## src/hdl/zmca_pkg.sv

```systemverilog
// ----------------------------------------------------------------------------
// Zone mean colour averager package
// Shared types, constants and helper functions.
// ----------------------------------------------------------------------------
`default_nettype none

package zmca_pkg;

    localparam int MAX_LINE_WIDTH_DEF = 4096;
    localparam int NUM_ZONES_DEF      = 9;
    localparam int MAX_HALF_SIZE_DEF  = 200;
    localparam int MIN_HALF_SIZE      = 5;
    localparam int COORD_W            = 12;
    localparam int SUM_W              = 26;
    localparam int CNT_W              = 18;
    localparam int ZONES              = 9;
    localparam int ZONE_W             = 4;
    localparam logic [CNT_W-1:0] COUNT_MAX = {CNT_W{1'b1}};
    localparam logic [COORD_W-1:0] ROW_MAX = {COORD_W{1'b1}};

    localparam logic [2:0] REG_TL = 3'd0;
    localparam logic [2:0] REG_TR = 3'd1;
    localparam logic [2:0] REG_BL = 3'd2;
    localparam logic [2:0] REG_BR = 3'd3;
    localparam logic [2:0] REG_HS = 3'd4;

    localparam logic [23:0] TL_RESET = 24'd0;
    localparam logic [23:0] TR_RESET = 24'd639;
    localparam logic [23:0] BL_RESET = 24'd1961984;
    localparam logic [23:0] BR_RESET = 24'd1962623;
    localparam logic [7:0]  HS_RESET = 8'd20;

    typedef struct packed {
        logic [7:0] red;
        logic [7:0] green;
        logic [7:0] blue;
        logic       line_end;
        logic       frame_end;
    } pixel_t;

    typedef struct packed {
        logic [3:0] zone_index;
        logic [7:0] mean_red;
        logic [7:0] mean_green;
        logic [7:0] mean_blue;
        logic       last_zone;
    } zone_result_t;

    typedef struct packed {
        logic [3:0]       zone;
        logic [SUM_W-1:0] red_sum;
        logic [SUM_W-1:0] green_sum;
        logic [SUM_W-1:0] blue_sum;
        logic [CNT_W-1:0] count;
    } zone_total_t;

    typedef enum logic [1:0] {
        DIV_IDLE,
        DIV_RUN,
        DIV_OUT
    } div_state_t;

    // Midpoint a + floor((b - a + 1) / 2) on signed 14-bit values.
    function automatic logic signed [13:0] midpoint(input logic [COORD_W-1:0] a,
                                                    input logic [COORD_W-1:0] b);
        logic signed [13:0] d;
        d = $signed({2'b00, b}) - $signed({2'b00, a}) + 14'sd1;
        return $signed({2'b00, a}) + (d >>> 1);
    endfunction

endpackage

`default_nettype wire

```

## src/hdl/zmca_queue.sv

```systemverilog
// ----------------------------------------------------------------------------
// Zone total queue
// Sixteen-entry FIFO of zone totals between accumulator and divider.
// ----------------------------------------------------------------------------
`default_nettype none

module zmca_queue
    import zmca_pkg::*;
(
    input  wire logic        clk,
    input  wire logic        rst_n,
    input  wire logic        push,
    input  wire zone_total_t wdata,
    input  wire logic        pop,
    output zone_total_t      rdata,
    output logic             not_empty,
    output logic             space9
);

    logic [3:0]  wp_reg, rp_reg;
    logic [4:0]  fill_reg;
    zone_total_t mem [16];

    assign rdata     = mem[rp_reg];
    assign not_empty = fill_reg != 5'd0;
    assign space9    = fill_reg <= 5'(16 - ZONES);

    always_ff @(posedge clk)
    begin
        if (push)
            mem[wp_reg] <= wdata;
    end

    always_ff @(posedge clk or negedge rst_n)
    begin
        if (!rst_n)
        begin
            wp_reg   <= '0;
            rp_reg   <= '0;
            fill_reg <= '0;
        end
        else
        begin
            if (push)
                wp_reg <= wp_reg + 4'd1;
            if (pop)
                rp_reg <= rp_reg + 4'd1;
            fill_reg <= fill_reg + 5'(push) - 5'(pop);
        end
    end

endmodule

`default_nettype wire

```

## config.mk

```make
export PLATFORM = sky130hd
export DESIGN_NAME = zmca_queue
export DESIGN_NICKNAME = d
export VERILOG_FILES = /design/src/hdl/zmca_pkg.sv /design/src/hdl/zmca_queue.sv
export SDC_FILE = /design/constraint.sdc
export NUM_CORES = 1
export LEC_CHECK = 0
export BUFFER_PORTS_ARGS = -buffer_cell sky130_fd_sc_hd__buf_4
export CORE_ASPECT_RATIO = 0.7
export CORE_UTILIZATION = 66
export DETAILED_ROUTE_END_ITERATION = 10
export MAX_ROUTING_LAYER = met4
export PLACE_DENSITY = 0.84
export SLEW_MARGIN = 20
export SYNTH_ARGS = -nofsm -noshare
export SYNTH_HDL_FRONTEND = slang
export SYNTH_SLANG_ARGS = --single-unit
```

## constraint.sdc

```tcl
create_clock -name clk -period 11.37 [get_ports clk]
set_clock_uncertainty 0.1 [all_clocks]
set_input_delay 0.5685 -clock clk [delete_from_list [all_inputs] [get_ports clk]]
set_output_delay 0.5685 -clock clk [all_outputs]
set_load 0.005 [all_outputs]
```

==> Word level (Yosys, flattened, before mapping) <==
Memories as Yosys holds them, arrays and structs flattened.
Index checks and enable logic that the tools add are counted.
{ "word_totals": {"ff_bits": 13, "mem_bits_rw": 1600, "in_bits": 104, "output_inout_bits": 102, "word_cells": 12, "mem_count": 1} }
{ "memory_table": {"columns": ["name", "depth", "width", "rd", "rd_ports_with_merged_regs", "wr", "line", "source"], "rows": [
  ["mem", 16, 100, 1, 0, 1, "zmca_queue.sv:22", "zone_total_t mem [16];"]
]} }
{ "op_classes": {"addsub": 4, "n_lt_le_gt_ge": 1, "n_mux": 2, "reduce_logical": 1} }
{ "op_table": {"columns": ["cell", "n"], "rows": [
  ["$add 4x1->4 const B", 2],
  ["$add 5x1->5", 1],
  ["$le 5x3->1 const B", 1],
  ["$reduce_bool 5->1", 1],
  ["$sub 5x1->5", 1],
  ["$mux 1", 2]
]} }

==> Logic depth before layout (Yosys ltp) <==
Gate-level depths: netlist of the first run.
{ "depth": {"word_depth": 2, "depth_mapped": 10, "depth_no_buf": 10} }

==> Worst setup path before layout of the first run <==
No wires, ideal clock.
{ "synth_path": {"path_type": "input to register", "from": "input push", "to": "memory mem[0][0] (netlist name), enable pin", "setup_time_ns": 0.470, "t_arrival_ns": 3.461, "required_ns": 10.800, "setup_slack_ns": 7.339, "cell_stages": 3, "n_path_buf": 1, "cell_sequence": "clkbuf_1 nor3b_1 and2_1"} }
{ "synth_via": {"elab_chain_cells": 2} }
{ "synth_lines": {"columns": ["item", "line", "source"], "rows": [
  ["start: declaration", "zmca_queue.sv:12", "input wire logic push,"],
  ["$mux 1", "zmca_queue.sv:30", "if (push)"],
  ["$mux 1 (implied by the code)", "zmca_queue.sv:31", "mem[wp_reg] <= wdata;"],
  ["end: declaration", "zmca_queue.sv:22", null]
]} }
Every way passes these cells.

==> run metrics, run 1 <==
synth warn 0; max reg flops 1600; simple-gate share of the synthesized area less than 1%; initial core utilization about 67%; Routed Antenna Nets 0; complex-gate fraction of the synthesized area between 2 and 3%; final weighted congestion in routability-driven placement 0.729; critical path endpoint category output pin; peak supply drop ~0.20 mV; Vias/cell about 7.0; crit path cell chain buf_12, buf_4, mux4_2, a22oi_1, nand2_1, buf_4; DIE AREA between 90000 and 100000 sq um; final setup fails 0; first-pass GRT wire length approximately 210 mm; Non-Filler Instances 4222; Rel. slew slack 23.0%; outcome completed; Die Y around 260 um; share of layout cells above drive strength 1 between 20% and 30%; worst endpoint data arrival time slightly below 5 ns; period utilization 49.2%; DRC errors left 0; vias in the first global route slightly above 30000; mux cell area share after synthesis between 10% and 20%; placed cells 3863; CTS root buf clkbuf_16; dpl hpwl ~66 mm; post-synthesis cell count roughly 2500; Static Leak around 22 nW; Worst Path Required 10.70 ns; commonest non-fill, non-tap cell in the layout edfxtp_1; DRT Wirelength 149 mm; slowest stage delay, CP around 1.1 ns; Slew Viols, Final 0; total negative setup slack 0 ns; PortBufs 205; # IOs a little over 200; GRT Total Usage 33.9%; commonest cells after routing, fill and taps aside 1600 x edfxtp_1, 400 x mux4_2, 246 x buf_4; crit path max fanout roughly 110; worst skew pair latency 0.74 ns; fin crit period between 5 and 6 ns; Yosys top cell by area edfxtp_1; RSZ-0062 raised after global routing false; HP Class primary input to flop; Place WS ~6.5 ns; routed via count between 20000 and 30000; Worst Slack Setup Final 5.77 ns; wire per inst between 30 and 40 um; Max Clock Freq roughly 0.18 GHz; CTS tree yes; Cell Rows slightly above 90; Synth-to-Final Area Change 13.4%; chip width ~360 um; #FFs+latches synth between 1500 and 2000; CTS buffer count around 140; post-synth design cell area a little over 60000 sq um; initial antenna violation count 13; CP most frequent cell buf_4; clk sink count about 1600; synth unique cells 27; Synth Area in XOR/XNOR less than 1%; sequential fraction of the synthesis area about four fifths; Avg Cell Area, Syn around 24 sq um; worst-margin pin slew between 1 and 1.5 ns; Remaining Overflow, GRT 0; Clock transition at path regs around 0.070 ns; Crit Path Category flop to output pin; initial DRC count 4227; largest family of logic cells by synthesized area multiplexers; H-tree levels 4; largest cells by area after synthesis edfxtp_1 79%, mux4_2 15%, a22oi_1 2.5%; Resized Gates After CTS 0; Critical Path Slowest Stage Cell dfrtp_4; Post-CTS Hold Buffers 88; Worst setup SP type flop; adder-cell area share of the yosys netlist less than 1%; final hold viol count 0; area of the core a little over 90000 sq um; Nets roughly 3000; Post-CTS Setup Repair Bufs 0; DR pass1 iterations 6; clk buf depth 3; Mapped Nets 2646; Synth top area share about 79%; largest net degree at the start of global routing 110; max-cap violations 0; Cell Pwr Density approximately 250 nW/um^2
==> synth_stat cells <==
cell / n
a21o_1: 1
a21oi_1: 2
a22oi_1: 200
and2_1: 17
and3_1: 1
buf_1: 12
buf_2: 32
buf_4: 18
buf_6: 25
clkbuf_1: 49
dfrtp_1: 13
edfxtp_1: 1600
fa_1: 1
ha_1: 14
inv_1: 12
mux2_2: 1
mux4_2: 400
nand2_1: 107
nand3_1: 1
nand4_1: 4
nor2_1: 3
nor2b_1: 2
nor3b_1: 1
o21ai_0: 1
o21bai_1: 1
xnor2_1: 6
xor2_1: 3
==> critical path: cells and delay by family, from the launching register on <==
kind                   cells  cell delay, ns
multiplexers               1            0.63
AND/OR/NAND/NOR            1            0.23
AO/OA/AOI/OAI              1            0.30
flip-flops                 1            1.05
buffers and inverters      3            1.74
==> final cells by class <==
cell class / count / area, sq um
Tap cell: 1222 / 1530
Antenna cell: 13 / 32.5
Sequential cell: 1613 / 48400
Timing Repair Buffer: 342 / 2910
Multi-Input combinational cell: 766 / 11500
Inverter: 12 / 45.0
Fill cell: 4537 / 21700
Clock inverter: 79 / 632
Clock buffer: 175 / 3760
==> kinds of logic after synthesis <==
logic type,Yosys count
XOR/XNOR,9
adder cells (fa/ha/maj),15
buffers and inverters,148
multiplexers,401
AO/OA/AOI/OAI,205
flip-flops,1613
AND/OR/NAND/NOR,136
==> where the power goes <==
part           switching (mW)  total (mW)  internal, mW
registers               0.263        7.39          7.13
logic                    2.75        5.01          2.26
clock network            2.14        4.70          2.56
==> routing by layer <==
layer,part of all wire [%],vias up,track usage [%]
met3,11,308,6.51
met5,0,-,-
li1,-,11500,-
met2,52,2242,54.2
met1,34,15400,43.6
met4,3.2,0,13.6
==> through the flow <==
stage,cell area [sq um],hold WS (ns),utilization (%),power (mW)
detailed placement,63300,0.325,70.0,12.3
CTS,68600,0.00000139,75.8,17.1
global placement,63300,0.325,70.0,12.1
global route,68800,0.0232,76.0,17.6
finish,68800,0.0435,76.0,17.1
floorplan,60600,0.173,-,10.6
==> path summary, 6_finish.rpt <==
kind | startpoint | cells after the start | endpoint | slack, ns
setup / recovery | rp_reg[0] | 6 | rdata[15] | 5.77
max in group asynchronous | rst_n | 2 | rp_reg[1] | 10.87
min in group asynchronous | rst_n | 2 | fill_reg[2] | 0.11
setup reg to reg | wp_reg[2] | 5 | mem[7][42] | 7.88
hold / removal | wdata[23] | 1 | mem[9][23] | 0.04
hold reg to reg | wp_reg[0] | 1 | wp_reg[0] | 0.46
Power figures use the tool's default switching activity.
==> inputs of run 2 (changes only) <==
CORE_UTILIZATION = 55   (was 66)
PLACE_DENSITY = 0.75   (was 0.84)
clock period = 5.01 ns   (was 11.37 ns; I/O delays follow)
==> run 2 against run 1 <==
Against the previous run: non-clock buffer count rose by 29; critical endpoint is now rdata[79]; clock-buffer cell count did not move; utilization fell by 12 points; design area rose by 1.7%.
==> run metrics, run 2 (synthesis results as in run 1) <==
outcome completed (unchanged); Crit Path Category flop to output pin (unchanged); first-pass GRT wire length 199 mm (was 213 mm); DR pass1 iterations 5 (was 6); Cell Pwr Density 561 nW/um^2 (was 249 nW/um^2); Util after Layout 64.3% (was 76.0%); Non-Filler Instances 4476 (was 4222); final setup fails 0 (unchanged); max-cap violations 0 (unchanged); Rel. slew slack 25.6% (was 23.0%); peak supply drop 0.391 mV (was 0.197 mV); RSZ-0062 raised after global routing false (unchanged); chip width 399 um (was 364 um); HP Class primary input to flop (unchanged); crit path max fanout 46 (was 109); FF-to-FF End mem[2][35] (was mem[7][42]); final weighted congestion in routability-driven placement 0.761 (was 0.729); max reg flops 1600 (unchanged); worst endpoint data arrival time 3.63 ns (was 4.93 ns); cell area after placement 64100 sq um (was 63300 sq um); area of the core 109000 sq um (was 90500 sq um); wire per inst 30.2 um (was 35.4 um); CP endpoint rdata[79] (was rdata[15]); # IOs 206 (unchanged); Slew Viols, Final 0 (unchanged); initial core utilization 55.7% (was 67.0%); total negative setup slack 0 ns (unchanged); commonest cells after routing, fill and taps aside 1600 x edfxtp_1, 400 x mux4_2, 233 x buf_4 (was 1600 x edfxtp_1, 400 x mux4_2, 246 x buf_4); Static Leak 22.5 nW (was 22.1 nW); routed via count 28600 (was 29500); GRT Total Usage 25.5% (was 33.9%); Clock transition at path regs 0.06 ns (was 0.07 ns); Worst setup SP type flop (unchanged); Post-CTS Setup Repair Bufs 0 (unchanged); post-route cell area 69900 sq um (was 68800 sq um); final hold viol count 0 (unchanged); DIE AREA 112000 sq um (was 93100 sq um); Synth-to-Final Area Change 15.4% (was 13.4%); DRC errors left 0 (unchanged); Setup crit start rp_reg[0] (unchanged); clk sink count 1613 (unchanged); DRT Wirelength 135 mm (was 149 mm); dpl hpwl 66.7 mm (was 66.5 mm); fin crit period 3.98 ns; reg2reg start wp_reg[2] (unchanged); initial DRC count 3244 (was 4227); largest net degree at the start of global routing 101 (was 110); worst skew pair latency 0.77 ns (was 0.74 ns); PortBufs 205 (unchanged); CTS root buf clkbuf_16 (unchanged); Routed Antenna Nets 0 (unchanged); H-tree levels 4 (unchanged); critical path endpoint category output pin (unchanged); placed cells 4100 (was 3863); CTS buffer count 144 (was 141); period utilization between 70% and 80%; Worst Path Required 4.66 ns (was 10.70 ns); commonest non-fill, non-tap cell in the layout edfxtp_1 (unchanged); Cell Rows 101 (was 92); flop-to-flop setup slack 2.09 ns (was 7.88 ns); clk buf depth 3 (unchanged); Die Y 280 um (was 256 um); Max Clock Freq about 0.25 GHz; CTS tree yes (unchanged); initial antenna violation count 9 (was 13); Vias/cell 6.40 (was 6.98); Nets 3027 (was 2995); worst-margin pin slew 1.12 ns (was 1.15 ns); Reg2Reg Depth 3 (was 5); Remaining Overflow, GRT 0 (unchanged); vias in the first global route 29900 (was 31000); share of layout cells above drive strength 1 29.7% (was 29.4%)
==> run 2: timing repair <==
| item | CTS | global route |
|---|---|---|
| resized for setup | 0 | 0 |
| hold endpoints to repair | 1623 | 0 |
| endpoints found under the setup margin | 0 | 0 |
| hold buffers | 104 | 0 |
==> run 2: worst max-delay path: stages (launching register included) <==
cell	delay, ns
dfrtp_4	1.08
buf_12	0.34
buf_4	0.31
mux4_2	0.53
a22oi_1	0.26
nand2_1	0.09
buf_4	0.14
==> run 2: per-layer routing <==
| layer | vias up | share of wire [%] | GRT usage [%] |
|---|---|---|---|
| met5 | - | 0 | - |
| met3 | 213 | 8.4 | 3.95 |
| met4 | 0 | 2.2 | 7.37 |
| li1 | 11700 | - | - |
| met2 | 1467 | 50 | 39.8 |
| met1 | 15300 | 40 | 35.5 |
==> run 2: how the worst min path moves through the flow <==
| stage | startpoint | to | cells past startpoint |
|---|---|---|---|
| finish | pop | rp_reg[0] | 3 |
| global route | pop | rp_reg[0] | 3 |
| floorplan | rst_n | fill_reg[0] | 0 |
| global placement | rst_n | fill_reg[4] | 1 |
| detailed placement | rst_n | fill_reg[4] | 1 |
| CTS | pop | rp_reg[0] | 3 |
==> run 2: final cells by class <==
type / count / area (sq um)
Fill cell: 6821 / 38900
Clock inverter: 85 / 906
Inverter: 12 / 45.0
Sequential cell: 1613 / 48400
Multi-Input combinational cell: 766 / 11500
Clock buffer: 175 / 3830
Timing Repair Buffer: 371 / 3470
Tap cell: 1442 / 1800
Antenna cell: 12 / 30.0
==> run 2: power by group <==
group | switching [mW] | internal (mW) | total [mW]
Combinational | 6.09 | 5.35 | 11.4
Sequential | 0.524 | 16.2 | 16.7
Clock | 4.80 | 6.31 | 11.1
==> run 2: stage by stage <==
step           power, mW  hold slack, ns  setup slack [ns]
5_1_grt             40.7           0.161             0.804
2_1_floorplan       24.0          -0.145              1.30
3_5_place_dp        28.5         0.00809              1.75
3_3_place_gp        28.2         0.00324              1.81
4_1_cts             39.6           0.115             0.924
6_report            39.2           0.161              1.03
