[config.mk]
export PLATFORM = sky130hd
export DESIGN_NAME = zmca_divider
export DESIGN_NICKNAME = d
export VERILOG_FILES = /design/src/hdl/zmca_pkg.sv /design/src/hdl/zmca_divider.sv
export SDC_FILE = /design/constraint.sdc
export NUM_CORES = 1
export LEC_CHECK = 0
export BUFFER_PORTS_ARGS = -buffer_cell sky130_fd_sc_hd__clkbuf_2
export CORE_MARGIN = 3
export CORE_UTILIZATION = 63
export DETAILED_ROUTE_END_ITERATION = 10
export PLACE_DENSITY = 0.86
export SYNTH_ARGS = -nofsm -noshare
export SYNTH_HDL_FRONTEND = slang
export SYNTH_SLANG_ARGS = --single-unit
[constraint.sdc]
create_clock -name clk -period 8.9 [get_ports clk]
set_input_delay 1.78 -clock clk [delete_from_list [all_inputs] [get_ports clk]]
set_output_delay 1.78 -clock clk [all_outputs]
set_load 0.02 [all_outputs]
[src/hdl/zmca_pkg.sv]
// ----------------------------------------------------------------------------
// Zone mean colour averager package
// Shared types, constants and helper functions.
// ----------------------------------------------------------------------------
`default_nettype none

package zmca_pkg;

    localparam int MAX_LINE_WIDTH_DEF = 4096;
    localparam int NUM_ZONES_DEF      = 9;
    localparam int MAX_HALF_SIZE_DEF  = 200;
    localparam int MIN_HALF_SIZE      = 5;
    localparam int COORD_W            = 12;
    localparam int SUM_W              = 26;
    localparam int CNT_W              = 18;
    localparam int ZONES              = 9;
    localparam int ZONE_W             = 4;
    localparam logic [CNT_W-1:0] COUNT_MAX = {CNT_W{1'b1}};
    localparam logic [COORD_W-1:0] ROW_MAX = {COORD_W{1'b1}};

    localparam logic [2:0] REG_TL = 3'd0;
    localparam logic [2:0] REG_TR = 3'd1;
    localparam logic [2:0] REG_BL = 3'd2;
    localparam logic [2:0] REG_BR = 3'd3;
    localparam logic [2:0] REG_HS = 3'd4;

    localparam logic [23:0] TL_RESET = 24'd0;
    localparam logic [23:0] TR_RESET = 24'd639;
    localparam logic [23:0] BL_RESET = 24'd1961984;
    localparam logic [23:0] BR_RESET = 24'd1962623;
    localparam logic [7:0]  HS_RESET = 8'd20;

    typedef struct packed {
        logic [7:0] red;
        logic [7:0] green;
        logic [7:0] blue;
        logic       line_end;
        logic       frame_end;
    } pixel_t;

    typedef struct packed {
        logic [3:0] zone_index;
        logic [7:0] mean_red;
        logic [7:0] mean_green;
        logic [7:0] mean_blue;
        logic       last_zone;
    } zone_result_t;

    typedef struct packed {
        logic [3:0]       zone;
        logic [SUM_W-1:0] red_sum;
        logic [SUM_W-1:0] green_sum;
        logic [SUM_W-1:0] blue_sum;
        logic [CNT_W-1:0] count;
    } zone_total_t;

    typedef enum logic [1:0] {
        DIV_IDLE,
        DIV_RUN,
        DIV_OUT
    } div_state_t;

    // Midpoint a + floor((b - a + 1) / 2) on signed 14-bit values.
    function automatic logic signed [13:0] midpoint(input logic [COORD_W-1:0] a,
                                                    input logic [COORD_W-1:0] b);
        logic signed [13:0] d;
        d = $signed({2'b00, b}) - $signed({2'b00, a}) + 14'sd1;
        return $signed({2'b00, a}) + (d >>> 1);
    endfunction

endpackage

`default_nettype wire

[src/hdl/zmca_divider.sv]
// ----------------------------------------------------------------------------
// Zone mean divider
// Restoring division of the three channel sums by the pixel count, one
// quotient bit per cycle, and an output register for the result.
// ----------------------------------------------------------------------------
`default_nettype none

module zmca_divider
    import zmca_pkg::*;
(
    input  wire logic        clk,
    input  wire logic        rst_n,
    input  wire logic        q_valid,
    input  wire zone_total_t q_data,
    output logic             q_pop,
    output logic             out_valid,
    input  wire logic        out_stall,
    output zone_result_t     out_data
);

    div_state_t         st_reg, st_next;
    logic [SUM_W-1:0]   nr_reg [3];
    logic [CNT_W:0]     rm_reg [3];
    logic [CNT_W-1:0]   dv_reg;
    logic [3:0]         zn_reg;
    logic [4:0]         step_reg;
    logic [CNT_W:0]     trial [3];
    logic [CNT_W:0]     sub   [3];

    always_comb
    begin
        for (int c = 0; c < 3; c++)
        begin
            trial[c] = {rm_reg[c][CNT_W-1:0], nr_reg[c][SUM_W-1]};
            sub[c]   = trial[c] - {1'b0, dv_reg};
        end
    end

    always_comb
    begin
        st_next = st_reg;
        q_pop   = 1'b0;
        case (st_reg)
            DIV_IDLE:
            begin
                if (q_valid)
                begin
                    q_pop   = 1'b1;
                    st_next = DIV_RUN;
                end
            end
            DIV_RUN:
            begin
                if (step_reg == 5'(SUM_W - 1))
                    st_next = DIV_OUT;
            end
            DIV_OUT:
            begin
                if (!out_stall)
                    st_next = DIV_IDLE;
            end
            default: st_next = DIV_IDLE;
        endcase
    end

    assign out_valid           = st_reg == DIV_OUT;
    assign out_data.zone_index = zn_reg;
    assign out_data.last_zone  = zn_reg == 4'(ZONES - 1);
    assign out_data.mean_red   = (dv_reg == '0) ? 8'd0 : nr_reg[0][7:0];
    assign out_data.mean_green = (dv_reg == '0) ? 8'd0 : nr_reg[1][7:0];
    assign out_data.mean_blue  = (dv_reg == '0) ? 8'd0 : nr_reg[2][7:0];

    always_ff @(posedge clk or negedge rst_n)
    begin
        if (!rst_n)
            st_reg <= DIV_IDLE;
        else
            st_reg <= st_next;
    end

    always_ff @(posedge clk)
    begin
        if (st_reg == DIV_IDLE && q_valid)
        begin
            nr_reg[0] <= q_data.red_sum;
            nr_reg[1] <= q_data.green_sum;
            nr_reg[2] <= q_data.blue_sum;
            for (int c = 0; c < 3; c++)
                rm_reg[c] <= '0;
            dv_reg   <= q_data.count;
            zn_reg   <= q_data.zone;
            step_reg <= '0;
        end
        else if (st_reg == DIV_RUN)
        begin
            step_reg <= step_reg + 5'd1;
            for (int c = 0; c < 3; c++)
            begin
                if (!sub[c][CNT_W])
                begin
                    rm_reg[c] <= sub[c];
                    nr_reg[c] <= {nr_reg[c][SUM_W-2:0], 1'b1};
                end
                else
                begin
                    rm_reg[c] <= trial[c];
                    nr_reg[c] <= {nr_reg[c][SUM_W-2:0], 1'b0};
                end
            end
        end
    end

endmodule

`default_nettype wire

-- After elaboration in Yosys (flattened, before gate mapping)
Memories as Yosys holds them, arrays and structs flattened.
Cells that the tools add are included.
- register bits: 29
- latch bits: 0
- RAM bits: 135
- memory bits (read-only): 0
- input port bits: 104
- output and inout port bits: 31
- logic and storage cells: 80
- memories: 2
- memory list (memory ; depth ; width ; rd ports ; clocked after memory_dff ; wr ports ; line ; source):
    nr_reg ; 3 ; 26 ; 3 ; 0 ; 3 ; zmca_divider.sv:22 ; logic [SUM_W-1:0] nr_reg [3];
    rm_reg ; 3 ; 19 ; 3 ; 0 ; 3 ; zmca_divider.sv:23 ; logic [CNT_W:0] rm_reg [3];
- add/subtract/negate cells: 4
- $mul: 0
- divide/modulo/power cells: 0
- order comparisons: 0
- eq/ne operators: 7
- shifts and indexed selects: 0
- mux-type cells: 47
- bitwise gates (word level): 12
- reduce and logical (&&, ||, !) cells: 4
- operator list (operator ; number):
    $mux 26 ; 6
    $mux 19 ; 6
    $sub 19x18->19 ; 3
    $mux 1 ; 28
    $mux 8 ; 3
    $logic_not 18->1 ; 1
    $or 1x1->1 ; 12
    $mux 2 ; 3
    $ne 2x2->1 const B ; 3
    $pmux 2 s3 ; 1
    $add 5x1->5 const B ; 1
    $eq 5x5->1 const B ; 1
    $eq 4x4->1 const B ; 1
    $reduce_and 3->1 ; 1
    $eq 2x1->1 const B ; 1
    $eq 2x2->1 const B ; 1
    $logic_not 2->1 ; 1
    $logic_and 1x1->1 ; 1

-- Logic depth before layout (Yosys ltp)
Gate-level depths: netlist of run 1.
- depth after elaboration: 7
- depth in mapped cells: 12
- depth with buffers taken out: 11

-- Least setup slack after synthesis of run 1
OpenSTA, ideal clock, no wires.
- path type: input to register
- start point: input q_valid
- end point: memory nr_reg[0][0], enable pin
- setup time: 0.536 ns
- data arrival time: 5.504 ns
- required time: 8.364 ns
- setup slack: 2.860 ns
- cell stages on the path: 2
- path buffers: 0
- path through: nor2_1 -> nor2_1
- RTL lines (element ; line ; source):
    start, declared ; zmca_divider.sv:13 ; input wire logic q_valid,
    end, declared ; zmca_divider.sv:22 ;

-- Final worst setup path of run 1
- start point: input q_valid
- end point: output q_pop
- cells in the longest elaborated chain, start to end: 2
- RTL lines (element ; line ; source):
    $mux 1 ; zmca_divider.sv:46 ; if (q_valid)
    $mux 1 ; zmca_divider.sv:43 ; case (st_reg)
    end, declared ; zmca_divider.sv:15 ; output logic q_pop,
No other way between the ends.

==> results.txt, run 1 <==
The run finished with clean final reports. Of all nets on the critical path, the largest fanout is 2. The most used flip-flop cell after synthesis is sky130_fd_sc_hd__edfxtp_1. The number of vias per cell after detailed routing is 6.13.

In the final layout, the share of cells above drive strength 1 is 0.173. The number of standard cells after synthesis is 979. The worst setup path is captured at an output port. The highest clock rate came out at 0.242 GHz. Across the run, the number of max-cap violations was 0. The initial cell density of the core came out at 0.657. The startpoint identified for the worst hold timing path is nr_reg[1][14].

After clock tree synthesis, the setup repair step added 0 buffers. The number of rows created at floorplan came out at 44. The arrival time of the worst setup path came out at 2.35 ns. The worst hold path terminates at nr_reg[1][15]. After legalization and detailed placement, the total HPWL measured 15700 µm. The reg-to-reg critical path endpoint is rm_reg[2][11].

On the final layout, the worst hold slack is 0.512 ns. The register area came out at 0.00476 mm². The total count of hold-check failures in the final report came out at 0.

The number of antenna diodes in the final layout is 0. The number of distinct library cell variants in the gate-level netlist after synthesis is 62. Setup repair after global routing left no endpoint under its margin. Yosys printed 0 warnings.

The residual DRC count is 0. After global routing the overflow that remains totals 0. For this design the ratio of total power to cell area is 429 mW/mm². The adder-cell area share of the yosys netlist is 0.0779. The mean area per synthesized cell came out at 9.97 µm². The worst-case IR drop observed on VDD is 0.000357 V. The total number of vias came out at 7910. The final clock period utilization by the worst path is 0.464. The worst path required time came out at 7.12 ns. The startpoint identified for the worst register-to-register timing path is dv_reg[0]. The core area is 0.0149 mm². The final worst clock skew came out at 0.0129 ns. In this run, post-CTS repair resized a total of 0 instances. The total detailed-routing wirelength came out at 23600 µm. The multi-input combinational cells in the finished layout cover a total of 0.00475 mm². The H-tree level count came out at 4.

The register with the most flip-flops in the layout has 78 of them. The final routed wire length divided by cell count is 18.2 µm. The number of iterations in the first detailed-routing pass is 8. The category of the worst setup path launch point is an input pin. The power consumption came out at 4.79 mW. By startpoint and endpoint, the worst setup path is classified as input pin to output port. The setup slack on the worst flop-to-flop path is 4.94 ns. For this run, asynchronously set or reset flops after synthesis account for 0.0124. The post-synthesis compound-gate area fraction came to 0.139.

The depth of the worst hold-timing path is 2. The number of synthesized register bits is 161. The global-route wire length before repair came out at 36900 µm. The maximum number of pins on one net before global-route repair came out at 101.

Relative to the synthesized area, the layout overhead comes to 14.5%. By area, the combinational part of the netlist is dominated by simple AND/OR/NAND/NOR gates. The count of final max-slew check failures is 0. The count of hold-fix buffers inserted at cts is 0. Of the synthesized area, sequential elements account for 0.488. The tree is rooted in a sky130_fd_sc_hd__clkbuf_16. The floorplan step defined a die boundary enclosing 0.0170 mm².

The global placement routability congestion is 0.922. TritonCTS built the clock tree. The clock-pin slew on the worst setup and hold paths is 0.07 ns. The net count of the mapped netlist is 1142.

Setup violations remaining at the end of the flow were counted as 0. The count of routing violations after the opening detailed-route iteration came out at 742. The worst pin sits at a relative slew slack of 0.189. The via count of the first global-routing pass came out at 7419. The xor and xnor fraction of the mapped netlist area came out at 0.0368. The number of port buffers came out at 134. After synthesis the cells add up to 0.00976 mm².

The die width came out at 130 µm. The clock insertion delay at the later pin of the skew report is 0.44 ns. The worst-case clock buffer depth came out at 2.

The path class of the tightest hold or removal check is flop to flop. The number of cells on the worst reg-to-reg path came out at 10. The share of synthesized cell area in and, or, nand and nor gates is 0.188.

The multiplexer share of the synthesized area came out at 0.0384. The number of top-level pins came out at 135. The number of inserted filler cells in the final layout is 971. The count of nets after finishing is 1257. Counting I/O delays and the setup requirement, the final critical path takes 4.13 ns. For this run, the share of the core covered by cells in the final layout is 0.752. The total track usage is 0.280. The clock buffer count from CTS is 17. The total leakage power came out at 5.01 nW. The number of antenna violations at the first check in global routing is 0. The height of the chip is 130 µm. The number of flops mapped to enable cells by yosys is 153. The post-route antenna net violation count came out at 0. The clock sink count is 161. The slew at the pin with the worst max-slew slack is 1.21 ns.

The final sum of negative setup slack is 0 ns.
==> Yosys cell counts, drive strengths merged, types with 8 or more instances <==
library cell | count | area (µm²)
nand4 | 10 | 62.6
o2111ai | 8 | 70.1
buf | 8 | 47.5
o22ai | 8 | 50.1
nand2 | 211 | 792
a21o | 13 | 97.6
inv | 32 | 120
o21ai | 26 | 130
nor3 | 14 | 70.1
xor2 | 12 | 105
nand3 | 15 | 75.1
xnor2 | 29 | 254
a22o | 26 | 228
a21oi | 57 | 285
and3 | 8 | 50.1
mux2i | 33 | 330
nand2b | 11 | 76.3
nor2 | 70 | 265
o21a | 9 | 67.6
a211oi | 12 | 95.1
edfxtp | 153 | 4590
ha | 56 | 701
nor2b | 36 | 225
clkbuf | 37 | 139
==> stage by stage <==
stage / instances / setup WS, ns / cell area [µm²]
finish: 1291 / 4.77 / 11200
floorplan: 979 / 2.86 / 9760
global placement: 1259 / 4.80 / 10600
global route: 1291 / 4.73 / 11200
CTS: 1291 / 4.77 / 11200
detailed placement: 1259 / 4.79 / 10600
==> critical path, stage by stage <==
cell                       delay, ns
sky130_fd_sc_hd__clkbuf_2       0.11
sky130_fd_sc_hd__nor3b_2        0.25
sky130_fd_sc_hd__clkbuf_2       0.22
==> worst max-delay path by stage <==
| stage | startpoint | to | slack, ns | cells past startpoint |
|---|---|---|---|---|
| 5_1_grt | q_valid | q_pop | 4.73 | 3 |
| 6_report | q_valid | q_pop | 4.77 | 3 |
| 2_1_floorplan | q_valid | nr_reg[0][0] | 2.86 | 2 |
| 3_5_place_dp | q_valid | q_pop | 4.79 | 3 |
| 4_1_cts | q_valid | q_pop | 4.77 | 3 |
| 3_3_place_gp | q_valid | q_pop | 4.80 | 3 |
==> routing by layer <==
metal  GRT usage  vias to the layer above  part of all wire
li1            -                     3796                 -
met1       0.366                     3723              0.42
met2       0.448                      326              0.48
met3      0.0780                       65             0.078
met4       0.109                        0             0.031
met5           0                        -                 0
==> placed cells by master, fill, tap and decap left out, drive strengths merged, types with 6 or more instances in the layout <==
cell / instances
nand2: 211
edfxtp: 153
clkbuf: 152
nor2: 70
a21oi: 57
ha: 56
inv: 40
nor2b: 36
mux2i: 33
xnor2: 29
o21ai: 26
a22o: 26
nand3: 15
nor3: 14
a21o: 13
xor2: 12
a211oi: 12
nand2b: 11
nand4: 10
o21a: 9
o2111ai: 8
and3: 8
o22ai: 8
buf: 7
dfxtp: 6
nor4: 6
==> cells by family (layout without fill, tap and decap cells) <==
group	after synthesis	count (layout)
simple gates	406	406
compound gates	198	198
flops	161	161
buf+inv	77	205
fa+ha+maj	59	59
xor+xnor	41	41
mux	37	37
==> cell type report <==
cell class	count	share of cell area
multi-input cells	741	0.425
clock inverters	14	0.0149
flip-flops and latches	161	0.426
repair buffers	141	0.0647
well taps	184	0.0206
clock buffers	18	0.0384
inverters	32	0.0107
==> power breakdown <==
part           switching [mW]  internal, mW
clock                   0.337         0.424
combinational            1.48         0.994
sequential              0.185          1.38
total                    2.00          2.80
Power figures use the tool's default switching activity.
==> run 2: changes to the inputs <==
ABC_AREA = 1   (was default)
CORE_UTILIZATION = 53   (was 63)
PLACE_DENSITY = 0.77   (was 0.86)
clock period = 3.62 ns   (was 8.9 ns; I/O delays follow)
==> results.txt, run 2 <==
The flow ran to the end, and the final reports show no timing, DRC or antenna violations. The first global-routing pass estimated 41000 µm of wire. In this run the horizontal extent of the chip is 144 µm. For this run, the register share of the synthesized area comes to 0.473. The launching element of the worst setup path is dv_reg[1]. The residual DRC count is 0. The cell family contributing the most delay on the critical path is simple AND/OR/NAND/NOR gates.

After layout, the worst setup slack is 0.527 ns. The final sum of negative setup slack is 0 ns. The clock tree synthesis step divided the H-tree into 4 levels. Yosys attributes the largest share of cell area to sky130_fd_sc_hd__edfxtp_1 (46%), sky130_fd_sc_hd__nand2_1 (14%), sky130_fd_sc_hd__ha_1 (7.0%). The global placement routability congestion is 0.935. The buffer cell driving the clock tree root is sky130_fd_sc_hd__clkbuf_16. The most common cell in the synthesized netlist is sky130_fd_sc_hd__nand2_1. In this run the static leakage power is 5.68 nW. In this run the remaining antenna-violating nets after routing total 0. The total congestion overflow came out at 0. The number of maximum-capacitance violations came out at 0. The sequential fraction of design power is 0.318. In this run the tool buffered the top-level ports with 134 buffer cells. The ratio of cells with drive above 1 in the final layout came out at 0.155. The final worst clock skew is 0.0145 ns. After layout, the minimum clock period comes to 3.09 ns. The synthesized design contains 153 enable-type register cells. The internal power is 6.51 mW. The mean area per synthesized cell is 8.11 µm². The final clock period utilization by the worst path came out at 0.854.

For this design the ratio of total power to cell area is 1030 mW/mm². The slew at the pin with the worst max-slew slack came out at 0.909 ns. The net count of the finished layout is 1534. Setup repair after global routing left no endpoint under its margin.

The count of routing violations after the opening detailed-route iteration came out at 663. The number of setup violations in the final report is 0. The worst register-to-register path ends at rm_reg[1][9].

The count of yosys warnings during synthesis is 0. In this run the worst path has a maximum fanout of 24. The clock network fraction of total power came out at 0.155. In this run the core area contains 49 standard-cell rows. The fraction of power spent switching nets came out at 0.457. In this run, post-CTS repair resized a total of 0 instances.

The via count of the first global-routing pass came to 8490. Summed over all instances, the cell type with the most area after synthesis is sky130_fd_sc_hd__edfxtp_1. The critical path goes through nor4_1, nand4_1, nor3_2, buf_4, nor2_1, clkbuf_2. Of the total power, combinational logic draws 0.526. The number of vias per cell after detailed routing is 5.48.

The library cells used most frequently in the layout, excluding fill and tap cells, are sky130_fd_sc_hd__nand2_1 (372), sky130_fd_sc_hd__nor2_1 (165), sky130_fd_sc_hd__edfxtp_1 (153), sky130_fd_sc_hd__clkbuf_2 (134), sky130_fd_sc_hd__inv_1 (118). The top-area cell type share of the netlist area is 0.456. The total count of hold-check failures in the final report was 0. The final layout contains routed wiring with a total length of 24900 µm. The prevailing post-synth register cell is sky130_fd_sc_hd__edfxtp_1. The last element of the critical path is out_data[6]. The setup slack on the worst flop-to-flop path came out at 0.67 ns.

The critical path is of the flop to output port type. The number of antenna violations at the first check in global routing came to 0. The switching power is 5.47 mW. The synthesis-to-layout area growth is 15.5%. The number of iterations in the first detailed-routing pass came out at 7.

The power consumption is 12.0 mW. The count of hold-fix buffers inserted at cts came out at 0. The clock buffer count from CTS came out at 17.

The largest individual stage delay along the critical path comes from the cell sky130_fd_sc_hd__nor4_1. In this run the worst hold path is classified as input pin to async pin. The arrival time of the worst setup path is 2.37 ns. The flip-flop count of the largest register after layout is 78. OpenSTA, run right after detailed placement, puts the worst setup slack at 0.759 ns.

The total number of vias is 8846. The final routed wire length divided by cell count came out at 15.5 µm. The number of synthesized register bits came out at 161. In this run the vertical extent of the chip is 144 µm. The maximum number of pins on one net before global-route repair came out at 89. Ranked by instance count, the synthesized netlist is headed by sky130_fd_sc_hd__nand2_1 (374), sky130_fd_sc_hd__nor2_1 (166), sky130_fd_sc_hd__edfxtp_1 (153). The worst-case clock buffer depth is 2.

The number of distinct library cell variants in the gate-level netlist after synthesis came out at 41. The library cell used most frequently in the layout, excluding fill and tap cells, is sky130_fd_sc_hd__nand2_1. The count of final max-slew check failures came to 0. The number of top-level pins came out at 135. TritonCTS built the clock tree.

The number of cells on the worst reg-to-reg path is 12. Post-CTS timing repair inserted 0 buffers for setup. The die covers 0.0207 mm². The core region is 0.0183 mm². STA classifies the critical path startpoint as a flop. The total track usage came out at 0.249. The sum of buffers and inverters on the critical path is 2. The fraction of registers with async set/reset came out at 0.0124. The clock sink count came out at 161. The cell area that synthesis handed to floorplanning was 0.0101 mm².

For the worst setup path, the data required time is 2.90 ns. The clock insertion delay at the later pin of the skew report is 0.44 ns. The worst register-to-register path begins at dv_reg[0]. The cell depth of the worst setup path came out at 6.

Headroom to the max-slew limit came out at 0.393. Summed over all nets, the half-perimeter wirelength after detailed placement is 18400 µm. The number of antenna diodes in the final layout is 0. Derived from the worst setup path, the maximum achievable clock frequency is 0.323 GHz.

The cell count after synthesis came out at 1241. The worst stage delay on the critical path is 0.50 ns. The initial cell density of the core is 0.549. The endpoint type of the worst setup path is an output port.

VDD sags by at most 0.000515 V. The clock-pin slew on the worst setup and hold paths is 0.08 ns. The net count of the mapped netlist came out at 1404.
run 2: changes by cell type after synthesis, moves of 11 or more:
| cell | previous run | this run |
|---|---|---|
| sky130_fd_sc_hd__nor2_1 | 69 | 166 |
| sky130_fd_sc_hd__inv_1 | 32 | 118 |
| sky130_fd_sc_hd__o21ai_0 | 26 | 88 |
| sky130_fd_sc_hd__nor2b_1 | 36 | 0 |
| sky130_fd_sc_hd__nand3_1 | 15 | 71 |
| sky130_fd_sc_hd__a22o_1 | 26 | 0 |
| sky130_fd_sc_hd__nand2_1 | 211 | 374 |
| sky130_fd_sc_hd__a211oi_1 | 11 | 0 |
| sky130_fd_sc_hd__clkbuf_1 | 37 | 23 |
| sky130_fd_sc_hd__mux2i_1 | 33 | 0 |
| sky130_fd_sc_hd__a21oi_1 | 57 | 46 |
| sky130_fd_sc_hd__xnor2_1 | 29 | 9 |
run 2: per-layer routing:
| layer | global-route usage | part of all wire |
|---|---|---|
| met1 | 0.330 | 0.43 |
| met2 | 0.410 | 0.48 |
| met4 | 0.0828 | 0.023 |
| met3 | 0.0522 | 0.071 |
| met5 | 0 | 0 |
run 2: worst register-to-register path, stage by stage (launching register included):
cell	delay, ns
sky130_fd_sc_hd__edfxtp_1	0.45
sky130_fd_sc_hd__ha_1	0.26
sky130_fd_sc_hd__fa_1	0.41
sky130_fd_sc_hd__inv_1	0.13
sky130_fd_sc_hd__nand3_1	0.10
sky130_fd_sc_hd__nand3_2	0.13
sky130_fd_sc_hd__nand2_2	0.08
sky130_fd_sc_hd__nand3_2	0.08
sky130_fd_sc_hd__nand2_1	0.06
sky130_fd_sc_hd__nor2_2	0.70
sky130_fd_sc_hd__buf_4	0.25
sky130_fd_sc_hd__nor2_1	0.05
sky130_fd_sc_hd__nor2_1	0.10
run 2: final cells by class:
type                            count  area, µm²
Multi-Input combinational cell    920       4680
Inverter                          123        464
Sequential cell                   161       4760
Clock inverter                     15        204
Clock buffer                       17        425
Tap cell                          229        287
Timing Repair Buffer              148        801
Fill cell                        1519       6710
run 2: cells by family after synthesis:
group | count (synthesis) | share of synthesized area
AND/OR/NAND/NOR | 676 | 0.280
flip-flops | 161 | 0.473
XOR/XNOR | 31 | 0.0270
AO/OA/AOI/OAI | 154 | 0.0804
buffers and inverters | 160 | 0.0639
adder cells (fa/ha/maj) | 59 | 0.0756
run 2: power by group through the flow:
| stage | Clock, mW | Sequential (mW) | Combinational, mW |
|---|---|---|---|
| global route | 1.97 | 3.90 | 7.20 |
| finish | 1.86 | 3.82 | 6.30 |
| CTS | 1.89 | 3.81 | 6.30 |
| global placement | 0 | 3.81 | 6.09 |
| detailed placement | 0 | 3.83 | 6.24 |
| floorplan | 0 | 3.73 | 4.85 |
run 2: per-stage QoR:
step	area [µm²]	instances	hold WS, ns	util
after floorplan	10100	1241	0.428	-
after global placement	11000	1581	0.497	0.600
after detailed placement	11000	1581	0.509	0.600
after CTS	11600	1613	0.0418	0.634
after global routing	11600	1613	0.0431	0.634
final	11600	1613	0.0551	0.634
run 2: worst min-delay path by stage:
| stage | end | start | slack (ns) |
|---|---|---|---|
| floorplan | st_reg[0] | rst_n | 0.43 |
| global placement | nr_reg[1][10] | nr_reg[1][9] | 0.50 |
| detailed placement | nr_reg[1][14] | nr_reg[1][13] | 0.51 |
| CTS | st_reg[0] | rst_n | 0.04 |
| global route | st_reg[1] | rst_n | 0.04 |
| finish | st_reg[1] | rst_n | 0.06 |
==> run 3: changes to the inputs <==
--- a/constraint.sdc
+++ b/constraint.sdc
@@ -3,2 +3,2 @@
 set_output_delay 0.724 -clock clk [all_outputs]
-set_load 0.02 [all_outputs]
+set_load 0.01 [all_outputs]
==> results.txt, run 3 (same netlist as run 2, synthesis figures left out) <==
The HPWL after detailed placement is 18400 µm. The maximum VDD drop came out at 0.000547 V. The first global-routing pass estimated 41300 µm of wire. The worst stage delay on the critical path is 0.48 ns. The total number of vias is 8788. The final worst clock skew is 0.0118 ns. Leaving out filler cells and counting taps, the final layout contains 1613. The relative slew slack came out at 0.436. The critical path goes through nor4_1, nand4_1, nor3_2, buf_4, nor2_1, clkbuf_2.

The clock tree from TritonCTS is done. The number of setup violations in the final report is 0. The count of final max-slew check failures is 0.

The total track usage is 0.252. Using the TritonRoute via totals, the vias-per-cell ratio works out to 5.45. Clock tree synthesis found a total of 161 sinks. For this design the ratio of total power to cell area is 1030 mW/mm². The number of inserted filler cells in the final layout came out at 1516. In this run the critical register-to-register path is launched from dv_reg[0]. The ratio of cells with drive above 1 in the final layout is 0.155. Setup repair after global routing left no endpoint under its margin. The number of iterations in the first detailed-routing pass is 6. 0 antenna diodes ended up in the layout. STA classifies the critical path endpoint as an output port. The total congestion overflow is 0. The maximum number of pins on one net before global-route repair is 89. The number of rows created at floorplan is 49.

For this run, the top clock speed supported by timing is 0.338 GHz. The worst-case clock buffer depth is 2. The number of top-level pins is 135. The die width is 144 µm. The number of gates given a new drive strength after cts is 0. The die is 144 µm tall. The slowest stage of the critical path belongs to the cell sky130_fd_sc_hd__edfxtp_1. The count of nets after finishing is 1534. CTS placed an instance of sky130_fd_sc_hd__clkbuf_16 at the clock tree root. The die covers 0.0207 mm².

The number of antenna violations at the first check in global routing is 0. The synthesis-to-layout area growth came out at 15.5%. The arrival time of the worst setup path is 2.23 ns. The initial cell density of the core is 0.549. The congestion estimate from routability-driven global placement came to 0.935. The category of the worst setup path launch point is a flop.

The worst path required time came out at 2.90 ns. In the routed design, unresolved DRC markers number 0. The endpoint identified for the worst register-to-register timing path is rm_reg[1][9]. The flip-flop count of the largest register after layout came out at 78. The total leakage power is 5.69 nW. The library cell used most frequently in the layout, excluding fill and tap cells, is sky130_fd_sc_hd__nand2_1. Measured in cells, the most critical reg-to-reg path has a length of 12.

The floorplan step defined a core boundary enclosing 0.0183 mm². The multi-input gate area in the final layout came out at 0.00468 mm². The slew at the pin with the worst max-slew slack is 0.845 ns. The critical path class is flop to output port. The via count of the first global-routing pass is 8433. Summing all flip-flop and latch instances after layout gives 0.00476 mm². The number of port buffers is 134. The clock insertion delay at the later pin of the skew report came out at 0.44 ns.

The count of hold-fix buffers inserted at cts came out at 0. The peak fanout along the critical path came out at 24. The flow ran to the end, and the final reports show no timing, DRC or antenna violations. The clock buffer count from CTS is 17. The library cells used most frequently in the layout, excluding fill and tap cells, are sky130_fd_sc_hd__nand2_1 (372), sky130_fd_sc_hd__nor2_1 (165), sky130_fd_sc_hd__edfxtp_1 (153), sky130_fd_sc_hd__clkbuf_2 (134), sky130_fd_sc_hd__inv_1 (118). The buffers inserted during post-CTS setup optimization is 0.

The cell count after placement came out at 1581. The total detailed-routing wirelength is 25200 µm. The number of maximum-capacitance violations came out at 0. The H-tree level count came out at 4.

The clock-pin slew on the worst setup and hold paths came out at 0.08 ns. For the final routed database, the setup TNS stands at 0 ns. The tightest min-delay check is of the input pin to async pin type. In the final routed layout, each cell accounts on average for 15.6 µm. The setup slack on the worst flop-to-flop path came out at 0.71 ns.

The count of routing violations after the opening detailed-route iteration is 761. The final clock period utilization by the worst path is 0.816. Power comes to 12.0 mW. The total count of hold-check failures in the final report came out at 0. The final critical-path required period came out at 2.95 ns.

The post-route antenna net violation count is 0.
==> run 3: cell count changes in the layout (fill, tap and decap cells not counted), sizes merged <==
| cell | change |
|---|---|
| bufinv | +1 |
| inv | +1 |
| clkinvlp | +1 |
| clkinv | -3 |
==> run 3: how the worst max path moves through the flow <==
stage / start / endpoint / cells past startpoint / slack, ns
CTS: dv_reg[1] / out_data[6] / 6 / 0.60
floorplan: st_reg[0] / nr_reg[0][0] / 6 / 0.06
global placement: dv_reg[0] / rm_reg[1][10] / 12 / 0.81
detailed placement: dv_reg[0] / rm_reg[1][9] / 12 / 0.80
finish: dv_reg[1] / out_data[6] / 6 / 0.67
global route: dv_reg[1] / out_data[6] / 6 / 0.44
==> run 3: critical path: cells and delay by family, from the launching register on <==
kind | cells | cell delay [ns]
buffers and inverters | 2 | 0.44
flip-flops | 1 | 0.48
AND/OR/NAND/NOR | 4 | 0.87
==> run 3: final cells by class <==
class                   instances  area share
inverters                     123      0.0399
multi-input cells             920       0.402
well taps                     229      0.0246
clock inverters                15      0.0182
clock buffers                  17      0.0366
repair buffers                148      0.0689
flip-flops and latches        161       0.410
==> run 3: stage by stage <==
stage	util	setup slack (ns)	hold slack [ns]	cell area (µm²)
after global routing	0.634	0.442	0.0363	11600
after detailed placement	0.600	0.801	0.507	11000
after floorplan	-	0.0615	0.428	10100
after CTS	0.634	0.599	0.0445	11600
final	0.634	0.665	0.0591	11600
after global placement	0.600	0.811	0.497	11000
==> run 3: metal layers <==
metal | track usage | vias to the layer above | part of all wire
li1 | - | 4379 | -
met1 | 0.336 | 4026 | 0.43
met2 | 0.402 | 331 | 0.47
met3 | 0.0619 | 52 | 0.074
met4 | 0.0942 | 0 | 0.031
met5 | 0 | - | 0
==> run 3: report_power, final <==
| part | leakage [nW] | internal, mW | switching (mW) |
|---|---|---|---|
| sequential | 1.71 | 3.42 | 0.386 |
| combinational | 3.68 | 2.14 | 4.09 |
| clock | 0.306 | 1.01 | 0.907 |
| total | 5.69 | 6.57 | 5.38 |
